--- src/design/simdmt_pkg.sv ---
// Shared constants, types and command structures of the SIMD Mersenne Twister block.
package simdmt_pkg;

    localparam int RING_ENTRIES = 156;
    localparam int ADDR_W       = $clog2(RING_ENTRIES);
    localparam int POS_W        = $clog2(RING_ENTRIES + 1);
    localparam int WORD_IDX_W   = $clog2(4 * RING_ENTRIES);
    localparam int BI_W         = (ADDR_W > 8) ? ADDR_W : 8;
    localparam int ENTRY_W      = 128;
    localparam int CFG_IDX_W    = 3;
    localparam int CFG_DATA_W   = 64;

    localparam logic [ADDR_W-1:0]     ADDR_LAST   = ADDR_W'(RING_ENTRIES - 1);
    localparam logic [ADDR_W-1:0]     ADDR_PENULT = ADDR_W'(RING_ENTRIES - 2);
    localparam logic [POS_W-1:0]      POS_END     = POS_W'(RING_ENTRIES);
    localparam logic [BI_W:0]         BI_RING_N   = (BI_W + 1)'(RING_ENTRIES);
    localparam logic [WORD_IDX_W-1:0] WORD_LAST   = WORD_IDX_W'(4 * RING_ENTRIES - 1);
    localparam logic [31:0]           SEED_MULT   = 32'd1812433253;

    // Configuration register indexes.
    typedef enum logic [CFG_IDX_W-1:0] {
        CFG_PICK_OFFSET      = 3'd0,
        CFG_WORD_LEFT_SHIFT  = 3'd1,
        CFG_BYTE_LEFT_SHIFT  = 3'd2,
        CFG_WORD_RIGHT_SHIFT = 3'd3,
        CFG_BYTE_RIGHT_SHIFT = 3'd4,
        CFG_MASK_LOW         = 3'd5,
        CFG_MASK_HIGH        = 3'd6
    } t_cfg_reg;

    // Ring read address sources.
    typedef enum logic [2:0] {
        RD_POS      = 3'd0,
        RD_PENULT   = 3'd1,
        RD_LAST     = 3'd2,
        RD_ENT      = 3'd3,
        RD_ENT_NEXT = 3'd4,
        RD_BI       = 3'd5
    } t_rd_sel;

    typedef struct packed {
        logic    seed_load;
        logic    seed_step;
        logic    pos_clear;
        logic    pos_incr;
        logic    off_load;
        logic    off_reduce;
        logic    ent_clear;
        logic    rd_en;
        t_rd_sel rd_sel;
        logic    lat_c;
        logic    lat_d;
        logic    lat_a;
        logic    regen_write;
        logic    out_load;
    } t_dp_cmd;

    typedef struct packed {
        logic pos_at_end;
        logic seeded;
        logic seed_last;
        logic off_ge_n;
        logic ent_last;
        logic out_busy;
    } t_dp_status;

endpackage

--- src/design/simdmt_ctrl.sv ---
// Controller state machine that sequences seeding, regeneration and fetches.
module simdmt_ctrl (
    input  logic                   i_clk,
    input  logic                   i_rst_n,
    input  logic                   i_accept,
    input  logic                   i_command,
    input  simdmt_pkg::t_dp_status i_status,
    output simdmt_pkg::t_dp_cmd    o_cmd,
    output logic                   o_in_ready
);
    import simdmt_pkg::*;

    typedef enum logic [9:0] {
        S_IDLE   = 10'b00_0000_0001,
        S_SEED   = 10'b00_0000_0010,
        S_MOD    = 10'b00_0000_0100,
        S_PRE_C  = 10'b00_0000_1000,
        S_PRE_D  = 10'b00_0001_0000,
        S_RG_A   = 10'b00_0010_0000,
        S_RG_B   = 10'b00_0100_0000,
        S_RG_W   = 10'b00_1000_0000,
        S_FT_RD  = 10'b01_0000_0000,
        S_FT_OUT = 10'b10_0000_0000
    } t_state;

    t_state r_state, n_state;

    always_ff @(posedge i_clk) begin
        if (!i_rst_n) begin
            r_state <= S_IDLE;
        end else begin
            r_state <= n_state;
        end
    end

    always_comb begin
        n_state = r_state;
        o_cmd   = '0;
        o_cmd.rd_sel = RD_POS;
        case (r_state)
            S_IDLE: begin
                if (i_accept) begin
                    if (!i_command) begin
                        o_cmd.seed_load = 1'b1;
                        o_cmd.pos_clear = 1'b1;
                        n_state = S_SEED;
                    end else if (i_status.pos_at_end && i_status.seeded) begin
                        o_cmd.off_load = 1'b1;
                        n_state = S_MOD;
                    end else begin
                        // An unseeded ring is all zeros and stays so through regeneration.
                        o_cmd.pos_clear = i_status.pos_at_end;
                        n_state = S_FT_RD;
                    end
                end
            end
            S_SEED: begin
                o_cmd.seed_step = 1'b1;
                if (i_status.seed_last) begin
                    n_state = S_IDLE;
                end
            end
            S_MOD: begin
                if (i_status.off_ge_n) begin
                    o_cmd.off_reduce = 1'b1;
                end else begin
                    n_state = S_PRE_C;
                end
            end
            S_PRE_C: begin
                o_cmd.ent_clear = 1'b1;
                o_cmd.rd_en     = 1'b1;
                o_cmd.rd_sel    = RD_PENULT;
                n_state = S_PRE_D;
            end
            S_PRE_D: begin
                o_cmd.rd_en  = 1'b1;
                o_cmd.rd_sel = RD_LAST;
                o_cmd.lat_c  = 1'b1;
                n_state = S_RG_A;
            end
            S_RG_A: begin
                o_cmd.rd_en  = 1'b1;
                o_cmd.rd_sel = RD_ENT;
                o_cmd.lat_d  = 1'b1;
                n_state = S_RG_B;
            end
            S_RG_B: begin
                o_cmd.rd_en  = 1'b1;
                o_cmd.rd_sel = RD_BI;
                o_cmd.lat_a  = 1'b1;
                n_state = S_RG_W;
            end
            S_RG_W: begin
                o_cmd.regen_write = 1'b1;
                if (i_status.ent_last) begin
                    o_cmd.pos_clear = 1'b1;
                    n_state = S_FT_RD;
                end else begin
                    o_cmd.rd_en  = 1'b1;
                    o_cmd.rd_sel = RD_ENT_NEXT;
                    n_state = S_RG_B;
                end
            end
            S_FT_RD: begin
                o_cmd.rd_en  = 1'b1;
                o_cmd.rd_sel = RD_POS;
                n_state = S_FT_OUT;
            end
            S_FT_OUT: begin
                if (!i_status.out_busy) begin
                    o_cmd.out_load = 1'b1;
                    o_cmd.pos_incr = 1'b1;
                    n_state = S_IDLE;
                end
            end
            default: begin
                n_state = S_IDLE;
            end
        endcase
    end

    assign o_in_ready = (r_state == S_IDLE);

endmodule

--- config.mk ---
export PLATFORM = sky130hd
export DESIGN_NAME = simdmt_ctrl
export DESIGN_NICKNAME = d
export VERILOG_FILES = /design/src/design/simdmt_pkg.sv /design/src/design/simdmt_ctrl.sv
export SDC_FILE = /design/constraint.sdc
export NUM_CORES = 1
export LEC_CHECK = 0
export BUFFER_PORTS_ARGS = -buffer_cell sky130_fd_sc_hd__buf_4
export CAP_MARGIN = 30
export CORE_UTILIZATION = 35
export CTS_CLUSTER_SIZE = 24
export DETAILED_ROUTE_END_ITERATION = 8
export SLEW_MARGIN = 20
export SYNTH_ARGS = -nofsm -noshare
export SYNTH_HDL_FRONTEND = slang
export SYNTH_SLANG_ARGS = --single-unit
--- constraint.sdc ---
create_clock -name i_clk -period 3.79 [get_ports i_clk]
set_clock_uncertainty 0.1 [all_clocks]
set_input_delay 0.379 -clock i_clk [delete_from_list [all_inputs] [get_ports i_clk]]
set_output_delay 0.379 -clock i_clk [all_outputs]
set_load 0.1 [all_outputs]
==> out/metrics.yaml <==
hold_ws_ns: 0.267
peakVddDrop_mv: 0.182
initial_utilization_pct: 37.2
maxSlewViolCount: 0
cts_resized: 0
ant_nets: 0
synth_top_area_share_pct: 27.4
vias: 775
rsz0062_at_grt: "no"
cts_sinks: 10
synth.net_count: 101
worstMarginPinSlew_ns: 0.626
status: "finished, final reports clean"
gp_congestion: 0.846
pwr-share-clk_pct: 24.0
largest_register_ffs: 10
antenna-diode-count: 0
cts_tree: "done"
cp-start-kind: "register"
hold_viol_final: 0
synth_area_um2: 731
top_regs: "r_state x10"
drive_above_1_share_pct: 34.5
syn_inst: 91
dr.pass1.iters: 5
cts_buffer_depth: 2
hp-class: "input pin to register"
period_needed_ns: 2.78
htreeDepth: 1
p_comb_share_pct: 37.4
cts_hold_buf: 0
fin_crit_sh_pct: 73.4
synth_commonest_cells: "dfxtp_1, nand2_1, nor2_1"
syn_avg_cell_area_um2: 8.03
r2r_slack_ns: 1.65
min_to: "r_state[1]"
dieArea_um2: 2270
crit_path_top_delay_cell: "or4_4"
p_leak_uw: 0.000430
power_switching_uw: 124
avgRoutedWirePerCell_um: 13.1
power_density_nw_per_um2: 311
die_h_um: 47.7
end_kind: "output pin"
slew_headroom_pct: 57.9
rows: 16
max_flop_register: "r_state"
track_usage_pct: 17.7
synth_edf_count: 0
crit_buf_inv: 1
io_buffers: 26
fin_tns_setup_ns: 0
synth_top_area_cell: "dfxtp_1"
area_growth_pct: 33.9
yosysMostFrequentCell: "dfxtp_1"
grt_overflow: 0
grt_max_degree: 11
first_global_vias: 611
fin_util_pct: 49.9
cpPeakStageDelay_ns: 0.61
fp.dieW_um: 47.7
hold_start: "i_rst_n"
async_flop_share_pct: 0
path_delay_family: "simple AND/OR/NAND/NOR gates"
cp_num_cells: 5
worstPathMaxFanout: 10
detailed_place.area_um2: 956
post_cts_buffers: 0
worstSetupPathType: "register to output pin"
seq_area_um2: 200
io_pins: 27
reg2reg_depth: 4
clk_latency_ns: 0.26
netlist_top_cells_area: "dfxtp_1, nand2_1, nand4_1"
path_cells: "or4_4, or2_4, or3_4, nand2_1, buf_4"
clockRootBuffer: "clkbuf_4"
pwr-share-seq_pct: 38.6
multi_input_area_um2: 508
worstPathArrival_ns: 2.30
wirelength_um: 1870
drtIter0Drc: 33
routed_via_density: 5.42
ys.flop_type: "dfxtp_1"
fill_cells: 210
hpwl_um: 1460
tritoncts.num_buffers: 3
synth_cell_types: 40
cellInternalPower_uw: 181
drcViolationCount: 0
hold_depth: 2
grt_pass1_wl_um: 2770
antenna_found_initial: 0
finalNetCount: 128
max_freq_ghz: 0.360
setup-violations-final: 0
maxCapViolCount: 0
cts.clk_slew.worst_paths_ns: 0.06
critical_path_required_ns: 3.31
reg2reg_to: "r_state[3]"
yosysSeqAreaShare_pct: 27.4
final_cell_area_um2: 978
sw_frac_of_total_pct: 40.6
total_power_uw: 304
coreArea_um2: 1960
ys_seq_elements: 10
yosys_warnings: 0
r2r_start: "r_state[0]"
-- layout make-up --
cell class	count	share of cell area [%]
multi-input combinational	72	51.9
sequential	10	20.5
timing repair buffer	26	19.9
tap	27	3.45
clock buffer	3	2.30
inverter	5	1.92
-- power groups by stage --
| stage | registers, uW | clock network [uW] | logic, uW |
|---|---|---|---|
| 2_1_floorplan | 113 | 0 | 95.2 |
| 3_3_place_gp | 120 | 0 | 114 |
| 3_5_place_dp | 120 | 0 | 113 |
| 4_1_cts | 117 | 77.1 | 114 |
| 5_1_grt | 118 | 80.8 | 121 |
| 6_report | 117 | 73.1 | 114 |
-- cells by family after synthesis --
family / synth area share [%]
buffers and inverters: 6.34
AO/OA/AOI/OAI: 15.4
flip-flops: 27.4
XOR/XNOR: 2.40
AND/OR/NAND/NOR: 48.5
-- stage by stage --
step                std cells  worst slack [ns]
finish                    143              1.01
global route              143             0.952
CTS                       143              1.00
detailed placement        140              1.30
global placement          140              1.31
floorplan                  91           0.00508
-- layout by cell type, fill, tap and decap left out, drive strengths merged, types with 3 or more instances in the layout --
master	count
a21oi	4
buf	26
clkbuf	3
dfxtp	10
inv	5
nand2	9
nand2b	4
nand3	3
nand4	5
nor2	8
nor3b	3
nor4	7
nor4b	3
-- worst max-delay path by stage --
stage	startpoint	to	slack, ns
2_1_floorplan	r_state[0]	o_cmd[13]	0.005
3_3_place_gp	r_state[1]	o_cmd[5]	1.31
3_5_place_dp	r_state[1]	o_cmd[5]	1.30
4_1_cts	r_state[1]	o_cmd[5]	1.00
5_1_grt	r_state[1]	o_cmd[5]	0.95
6_report	r_state[1]	o_cmd[5]	1.01
-- worst reg2reg max path, cell delays in order (launching register included) --
cell and delay (ns):
dfxtp_1 0.55, or3b_2 0.53, o41a_1 0.44, nand3_1 0.27, nor4_1 0.12
-- layer usage --
layer  vias to the layer above  wire length (um)  GRT usage (%)
li1                        394                 -              -
met1                       346               877           24.3
met2                        31               846           27.3
met3                         4               127           5.66
met4                         0                23           3.33
met5                         -                 0              0
Power figures use the tool's default switching activity.
