<file path="config.mk">
export PLATFORM = sky130hd
export DESIGN_NAME = simdmt_dp
export DESIGN_NICKNAME = d
export VERILOG_FILES = /design/src/design/simdmt_pkg.sv /design/src/design/simdmt_dp.sv
export SDC_FILE = /design/constraint.sdc
export NUM_CORES = 2
export LEC_CHECK = 0
export BUFFER_PORTS_ARGS = -buffer_cell sky130_fd_sc_hd__buf_4
export CORE_MARGIN = 2
export CORE_UTILIZATION = 55
export CTS_CLUSTER_SIZE = 12
export DETAILED_ROUTE_END_ITERATION = 16
export GPL_ROUTABILITY_DRIVEN = 1
export PLACE_DENSITY = 0.76
export SLEW_MARGIN = 20
export SYNTH_ARGS = -nofsm -noshare
export SYNTH_HDL_FRONTEND = slang
export SYNTH_SLANG_ARGS = --single-unit
export TNS_END_PERCENT = 100
</file>
<file path="constraint.sdc">
create_clock -name i_clk -period 10.05 [get_ports i_clk]
set_clock_uncertainty 0.1 [all_clocks]
set_input_delay 1.005 -clock i_clk [delete_from_list [all_inputs] [get_ports i_clk]]
set_output_delay 1.005 -clock i_clk [all_outputs]
set_load 0.005 [all_outputs]
</file>
<file path="src/design/simdmt_pkg.sv">
// Shared constants, types and command structures of the SIMD Mersenne Twister block.
package simdmt_pkg;

    localparam int RING_ENTRIES = 156;
    localparam int ADDR_W       = $clog2(RING_ENTRIES);
    localparam int POS_W        = $clog2(RING_ENTRIES + 1);
    localparam int WORD_IDX_W   = $clog2(4 * RING_ENTRIES);
    localparam int BI_W         = (ADDR_W > 8) ? ADDR_W : 8;
    localparam int ENTRY_W      = 128;
    localparam int CFG_IDX_W    = 3;
    localparam int CFG_DATA_W   = 64;

    localparam logic [ADDR_W-1:0]     ADDR_LAST   = ADDR_W'(RING_ENTRIES - 1);
    localparam logic [ADDR_W-1:0]     ADDR_PENULT = ADDR_W'(RING_ENTRIES - 2);
    localparam logic [POS_W-1:0]      POS_END     = POS_W'(RING_ENTRIES);
    localparam logic [BI_W:0]         BI_RING_N   = (BI_W + 1)'(RING_ENTRIES);
    localparam logic [WORD_IDX_W-1:0] WORD_LAST   = WORD_IDX_W'(4 * RING_ENTRIES - 1);
    localparam logic [31:0]           SEED_MULT   = 32'd1812433253;

    // Configuration register indexes.
    typedef enum logic [CFG_IDX_W-1:0] {
        CFG_PICK_OFFSET      = 3'd0,
        CFG_WORD_LEFT_SHIFT  = 3'd1,
        CFG_BYTE_LEFT_SHIFT  = 3'd2,
        CFG_WORD_RIGHT_SHIFT = 3'd3,
        CFG_BYTE_RIGHT_SHIFT = 3'd4,
        CFG_MASK_LOW         = 3'd5,
        CFG_MASK_HIGH        = 3'd6
    } t_cfg_reg;

    // Ring read address sources.
    typedef enum logic [2:0] {
        RD_POS      = 3'd0,
        RD_PENULT   = 3'd1,
        RD_LAST     = 3'd2,
        RD_ENT      = 3'd3,
        RD_ENT_NEXT = 3'd4,
        RD_BI       = 3'd5
    } t_rd_sel;

    typedef struct packed {
        logic    seed_load;
        logic    seed_step;
        logic    pos_clear;
        logic    pos_incr;
        logic    off_load;
        logic    off_reduce;
        logic    ent_clear;
        logic    rd_en;
        t_rd_sel rd_sel;
        logic    lat_c;
        logic    lat_d;
        logic    lat_a;
        logic    regen_write;
        logic    out_load;
    } t_dp_cmd;

    typedef struct packed {
        logic pos_at_end;
        logic seeded;
        logic seed_last;
        logic off_ge_n;
        logic ent_last;
        logic out_busy;
    } t_dp_status;

endpackage

</file>
<file path="src/design/simdmt_dp.sv">
// Datapath: configuration registers, seeding unit, recurrence logic and output register.
module simdmt_dp (
    input  logic                                 i_clk,
    input  logic                                 i_rst_n,
    input  simdmt_pkg::t_dp_cmd                  i_cmd,
    output simdmt_pkg::t_dp_status               o_status,
    input  logic [31:0]                          i_seed,
    input  logic                                 i_cfg_we,
    input  logic [simdmt_pkg::CFG_IDX_W-1:0]     i_cfg_index,
    input  logic [simdmt_pkg::CFG_DATA_W-1:0]    i_cfg_wdata,
    output logic                                 o_ram_we,
    output logic [simdmt_pkg::ADDR_W-1:0]        o_ram_waddr,
    output logic [simdmt_pkg::ENTRY_W-1:0]       o_ram_wdata,
    output logic                                 o_ram_re,
    output logic [simdmt_pkg::ADDR_W-1:0]        o_ram_raddr,
    input  logic [simdmt_pkg::ENTRY_W-1:0]       i_ram_rdata,
    output logic                                 o_out_valid,
    input  logic                                 i_out_ready,
    output logic [simdmt_pkg::ENTRY_W-1:0]       o_out_data
);
    import simdmt_pkg::*;

    // Configuration registers.
    logic [7:0]  r_cfg_off;
    logic [4:0]  r_cfg_wls;
    logic [2:0]  r_cfg_bls;
    logic [4:0]  r_cfg_wrs;
    logic [2:0]  r_cfg_brs;
    logic [63:0] r_cfg_mask_lo;
    logic [63:0] r_cfg_mask_hi;

    // Control and position state.
    logic [POS_W-1:0]      r_pos;
    logic                  r_seeded;
    logic                  r_out_valid;
    logic [ADDR_W-1:0]     r_ent;
    logic [BI_W-1:0]       r_bi;
    logic [WORD_IDX_W-1:0] r_word;

    // Payload registers.
    logic [31:0]        r_prev;
    logic [95:0]        r_seed_buf;
    logic [ENTRY_W-1:0] r_a, r_c, r_d, r_out_data;

    logic [31:0]        seed_mix, seed_next;
    logic [ENTRY_W-1:0] a_shl, c_shr, b_shr, d_shl, mix_result;
    logic [ADDR_W-1:0]  bi_addr;
    logic [ADDR_W-1:0]  ent_next;

    assign bi_addr  = r_bi[ADDR_W-1:0];
    assign ent_next = r_ent + 1'b1;

    always_ff @(posedge i_clk) begin
        if (!i_rst_n) begin
            r_cfg_off     <= 8'd1;
            r_cfg_wls     <= 5'd11;
            r_cfg_bls     <= 3'd7;
            r_cfg_wrs     <= 5'd7;
            r_cfg_brs     <= 3'd7;
            r_cfg_mask_lo <= 64'h0000_0007_0000_0007;
            r_cfg_mask_hi <= 64'h0000_0007_0000_0007;
        end else if (i_cfg_we) begin
            case (i_cfg_index)
                CFG_PICK_OFFSET:      r_cfg_off     <= i_cfg_wdata[7:0];
                CFG_WORD_LEFT_SHIFT:  r_cfg_wls     <= i_cfg_wdata[4:0];
                CFG_BYTE_LEFT_SHIFT:  r_cfg_bls     <= i_cfg_wdata[2:0];
                CFG_WORD_RIGHT_SHIFT: r_cfg_wrs     <= i_cfg_wdata[4:0];
                CFG_BYTE_RIGHT_SHIFT: r_cfg_brs     <= i_cfg_wdata[2:0];
                CFG_MASK_LOW:         r_cfg_mask_lo <= i_cfg_wdata;
                CFG_MASK_HIGH:        r_cfg_mask_hi <= i_cfg_wdata;
                default: begin
                end
            endcase
        end
    end

    always_ff @(posedge i_clk) begin
        if (!i_rst_n) begin
            r_pos       <= '0;
            r_seeded    <= 1'b0;
            r_out_valid <= 1'b0;
            r_ent       <= '0;
            r_bi        <= '0;
            r_word      <= '0;
        end else begin
            if (i_cmd.pos_clear) begin
                r_pos <= '0;
            end else if (i_cmd.pos_incr) begin
                r_pos <= r_pos + 1'b1;
            end
            if (i_cmd.seed_load) begin
                r_seeded <= 1'b1;
                r_word   <= '0;
            end else if (i_cmd.seed_step) begin
                r_word <= r_word + 1'b1;
            end
            if (i_cmd.out_load) begin
                r_out_valid <= 1'b1;
            end else if (i_out_ready) begin
                r_out_valid <= 1'b0;
            end
            if (i_cmd.ent_clear) begin
                r_ent <= '0;
            end else if (i_cmd.regen_write) begin
                r_ent <= ent_next;
            end
            if (i_cmd.off_load) begin
                r_bi <= BI_W'(r_cfg_off);
            end else if (i_cmd.off_reduce) begin
                r_bi <= r_bi - BI_RING_N[BI_W-1:0];
            end else if (i_cmd.regen_write) begin
                r_bi <= (bi_addr == ADDR_LAST) ? '0 : r_bi + 1'b1;
            end
        end
    end

    // Seeding: one 32-bit word per cycle, an entry written every fourth word.
    assign seed_mix  = r_prev ^ (r_prev >> 30);
    assign seed_next = seed_mix * SEED_MULT + 32'(r_word) + 32'd1;

    always_ff @(posedge i_clk) begin
        if (i_cmd.seed_load) begin
            r_prev <= i_seed;
        end else if (i_cmd.seed_step) begin
            r_prev <= seed_next;
            case (r_word[1:0])
                2'd0:    r_seed_buf[31:0]  <= r_prev;
                2'd1:    r_seed_buf[63:32] <= r_prev;
                2'd2:    r_seed_buf[95:64] <= r_prev;
                default: begin
                end
            endcase
        end
        if (i_cmd.lat_c) begin
            r_c <= i_ram_rdata;
        end else if (i_cmd.regen_write) begin
            r_c <= r_d;
        end
        if (i_cmd.lat_d) begin
            r_d <= i_ram_rdata;
        end else if (i_cmd.regen_write) begin
            r_d <= mix_result;
        end
        if (i_cmd.lat_a) begin
            r_a <= i_ram_rdata;
        end
        if (i_cmd.out_load) begin
            r_out_data <= r_seeded ? i_ram_rdata : '0;
        end
    end

    // Recurrence: the offset entry arrives straight from the ring read port.
    assign a_shl = r_a << {r_cfg_bls, 3'b000};
    assign c_shr = r_c >> {r_cfg_brs, 3'b000};

    always_comb begin
        for (int w = 0; w < 4; w++) begin
            b_shr[32*w +: 32] = i_ram_rdata[32*w +: 32] >> r_cfg_wrs;
            d_shl[32*w +: 32] = r_d[32*w +: 32] << r_cfg_wls;
        end
    end

    assign mix_result = r_a ^ a_shl ^ (b_shr & {r_cfg_mask_hi, r_cfg_mask_lo}) ^ c_shr ^ d_shl;

    always_comb begin
        case (i_cmd.rd_sel)
            RD_POS:      o_ram_raddr = r_pos[ADDR_W-1:0];
            RD_PENULT:   o_ram_raddr = ADDR_PENULT;
            RD_LAST:     o_ram_raddr = ADDR_LAST;
            RD_ENT:      o_ram_raddr = r_ent;
            RD_ENT_NEXT: o_ram_raddr = ent_next;
            RD_BI:       o_ram_raddr = bi_addr;
            default:     o_ram_raddr = r_pos[ADDR_W-1:0];
        endcase
    end

    assign o_ram_re    = i_cmd.rd_en;
    assign o_ram_we    = (i_cmd.seed_step && (r_word[1:0] == 2'd3)) || i_cmd.regen_write;
    assign o_ram_waddr = i_cmd.regen_write ? r_ent : r_word[WORD_IDX_W-1:2];
    assign o_ram_wdata = i_cmd.regen_write ? mix_result : {r_prev, r_seed_buf};

    assign o_status.pos_at_end = (r_pos == POS_END);
    assign o_status.seeded     = r_seeded;
    assign o_status.seed_last  = (r_word == WORD_LAST);
    assign o_status.off_ge_n   = ({1'b0, r_bi} >= BI_RING_N);
    assign o_status.ent_last   = (r_ent == ADDR_LAST);
    assign o_status.out_busy   = r_out_valid && !i_out_ready;

    assign o_out_valid = r_out_valid;
    assign o_out_data  = r_out_data;

endmodule

</file>
==> out/results.tsv <==
stage	metric	value	unit
layout	syn2layout_area_growth	12.48	%
synth	syn_inst	6324	
layout	drive_gt1_share	21.11	%
clocking	clkLatencyLatePin	0.73	ns
timing	setup_viol	0	
timing	fmax	126.6	MHz
timing	final.min_clock_period	7.901	ns
worst_hold_path	hold_depth	2	
die	die_height	351.0	um
layout	final_common_cell	nand2_1	
layout	num-nets-final	7262	
drt	avgRoutedWirePerCell	40.65	um
clocking	post_cts_buffers	0	
timing	timing.final.crit_share	78.62	%
synth	synthArstFlopShare	0	%
die	io_pins	528	
setup_path	start_kind	flop	
clocking	cts_buffer_depth	3	
synth	ys_ff_latch	828	
clocking	numCtsBuffers	97	
clocking	clock-sinks	828	
place	dpl.hpwl	257000	um
setup_path	end_kind	flop	
job	drv_cap	0	
setup_path	required	10.38	ns
drt	drc	0	
drt	via_count	58488	
drt	viasPerCell	7.014	
clocking	clk_pin_slew	0.06	ns
die	die_area	123200	um^2
global_route	antenna_found_initial	43	
timing	final_max_slew_viol_count	0	
setup_path	cp_max_fo	8	
place	portBuffers	525	
timing	worst_pin_slew	1.410	ns
die	die_w	351.0	um
synth	synth.distinct_cells	81	
outcome	status	finished, final reports clean	
setup_path	worst-setup-path-type	reg -> reg	
layout	fin_cells	8339	
timing	grt_setup_unrepaired	false	
synth	synth_edf_count	640	
drt	ant_nets	0	
layout	regArea	23040	um^2
synth	yosysSeqAreaShare	34.70	%
timing	timing.final.hold_violations	0	
global_route	grt_pass1_wl	452000	um
drt	drt_iter0_markers	11068	
die	std_cell_rows	127	
layout	final_cell_mix	nand2_1 (803), edfxtp_1 (640), buf_4 (601)	
setup_path	arrival	8.23	ns
layout	multi_input_area	40020	um^2
layout	fin_util	62.26	%
drt	first_pass_iters	10	
drt	drt_wl_total	339000	um
place	dp.cells	8126	
die	core	119700	um^2
clocking	cts_htree_levels	3	
layout	final.fill_count	9881	
global_route	grt_max_degree	135	
synth	synth_area_per_cell	10.47	um^2
synth	ys_warn_count	0	
clocking	cts_tree	yes	
synth	synth_flop_cell	edfxtp_1	
synth	synth_fp_nets	6973	
worst_hold_path	hp-class	reg -> reg	
place	gp_congestion	1.122	
clocking	cts_root_buf	clkbuf_16	
synth	synth_area	66230	um^2
clocking	cts_resized	0	
timing	slew_headroom	5.335	%
global_route	grtUsageTotal	54.18	%
clocking	postCtsHoldBufs	0	
setup_path	reg2reg_depth	24	
global_route	grt_overflow	0	
die	initial_core_util	55.35	%
global_route	grt_pass1_vias	54085	
timing	setup_tns	0	ns
## cells by family after synthesis
group | count (synthesis) | share of synthesized area, %
flops | 828 | 34.70
mux | 1175 | 23.25
simple gates | 1561 | 10.46
compound gates | 987 | 9.321
xor+xnor | 566 | 7.755
fa+ha+maj | 402 | 9.340
buf+inv | 805 | 5.182
## worst paths after layout
path	endpoint	slack [ns]	startpoint
worst min-delay path	r_cfg_mask_hi[3]	0.37	r_cfg_mask_hi[3]
worst min register to register	r_cfg_mask_hi[3]	0.37	r_cfg_mask_hi[3]
worst max register to register	r_prev[31]	2.15	r_prev[30]
worst max-delay path	r_prev[31]	2.15	r_prev[30]
## critical path, stage by stage (launching register included)
cell and delay [ns]:
edfxtp_1 0.55, xor2_1 0.90, xor2_1 0.38, ha_1 0.30
or2_2 0.30, ha_1 0.27, inv_1 0.04, fa_1 0.48
inv_1 0.04, ha_1 0.18, fa_1 0.48, fa_1 0.52
fa_1 0.51, inv_1 0.05, fa_1 0.48, inv_1 0.05
ha_1 0.25, nor2_1 0.14, a21boi_0 0.21, o311ai_1 0.17
a31o_2 0.27, a31o_2 0.24, a211oi_1 0.45, xnor2_1 0.18
o21ai_1 0.07
## layer usage
layer | up-vias | GRT usage (%) | wire length (um) | share of wire (%)
met5 | - | 2.276 | 498 | 0.15
li1 | 23178 | - | - | -
met1 | 28611 | 66.77 | 116400 | 34
met2 | 5425 | 72.74 | 132800 | 39
met4 | 28 | 39.63 | 30890 | 9.1
met3 | 1246 | 26.41 | 58410 | 17
## cell usage after synthesis (13+ instances only)
master	n	area, um^2
nand2_1	803	3014
edfxtp_1	640	19220
mux2i_1	585	5856
xnor2_1	437	3827
inv_1	378	1419
mux2_2	317	3570
nor2_1	300	1126
mux4_2	257	5788
ha_1	248	3103
clkbuf_1	229	859.6
a21oi_1	188	940.9
dfxtp_1	188	3764
o21ai_1	177	885.9
and2_1	161	1007
fa_1	154	3083
o21ai_0	139	695.7
a21boi_0	127	953.4
xor2_1	116	1016
nand3_1	103	515.5
a211oi_1	90	675.7
buf_2	87	435.4
o22ai_1	63	394.1
nor2b_1	62	387.9
buf_1	56	210.2
o21a_1	37	277.8
a21o_1	31	232.7
a22oi_1	29	217.7
nand2b_1	29	181.4
buf_4	25	187.7
nor3_1	21	105.1
and3_1	18	112.6
o2bb2ai_1	16	140.1
buf_6	15	168.9
mux2_1	15	168.9
o211ai_1	13	97.59
xnor3_1	13	292.8
## stage by stage
step	instance area (um^2)	hold WS (ns)	setup WS, ns
3_5_place_dp	71060	0.3553	2.258
5_1_grt	74440	0.3821	1.877
2_1_floorplan	66230	0.3326	3.551
4_1_cts	74290	0.3634	2.263
3_3_place_gp	71060	0.3454	2.360
6_report	74490	0.3676	2.149
## cell type report
| type | instances | area share, % |
|---|---|---|
| inverters | 385 | 1.945 |
| diodes | 32 | 0.1075 |
| clock buffers | 135 | 3.740 |
| clock inverters | 46 | 0.5929 |
| well taps | 1612 | 2.708 |
| multi-input cells | 4691 | 53.72 |
| repair buffers | 610 | 6.251 |
| flip-flops and latches | 828 | 30.93 |
## registers in the layout (all words and copies together), names as in the netlist, 3 cells and up
signal / cells
r_seed_buf: 96
o_out_data: 128
r_cfg_mask_lo: 64
r_cfg_mask_hi: 64
r_word: 10
r_d: 128
r_c: 128
r_cfg_brs: 3
r_pos: 8
r_cfg_wls: 5
r_a: 128
bi_addr: 8
r_prev: 32
r_cfg_bls: 3
r_cfg_wrs: 5
r_ent: 8
r_cfg_off: 8
Power is left out: the tool's default activity adds up to more than one toggle a clock period on the data nets, which glitch-free logic cannot reach.
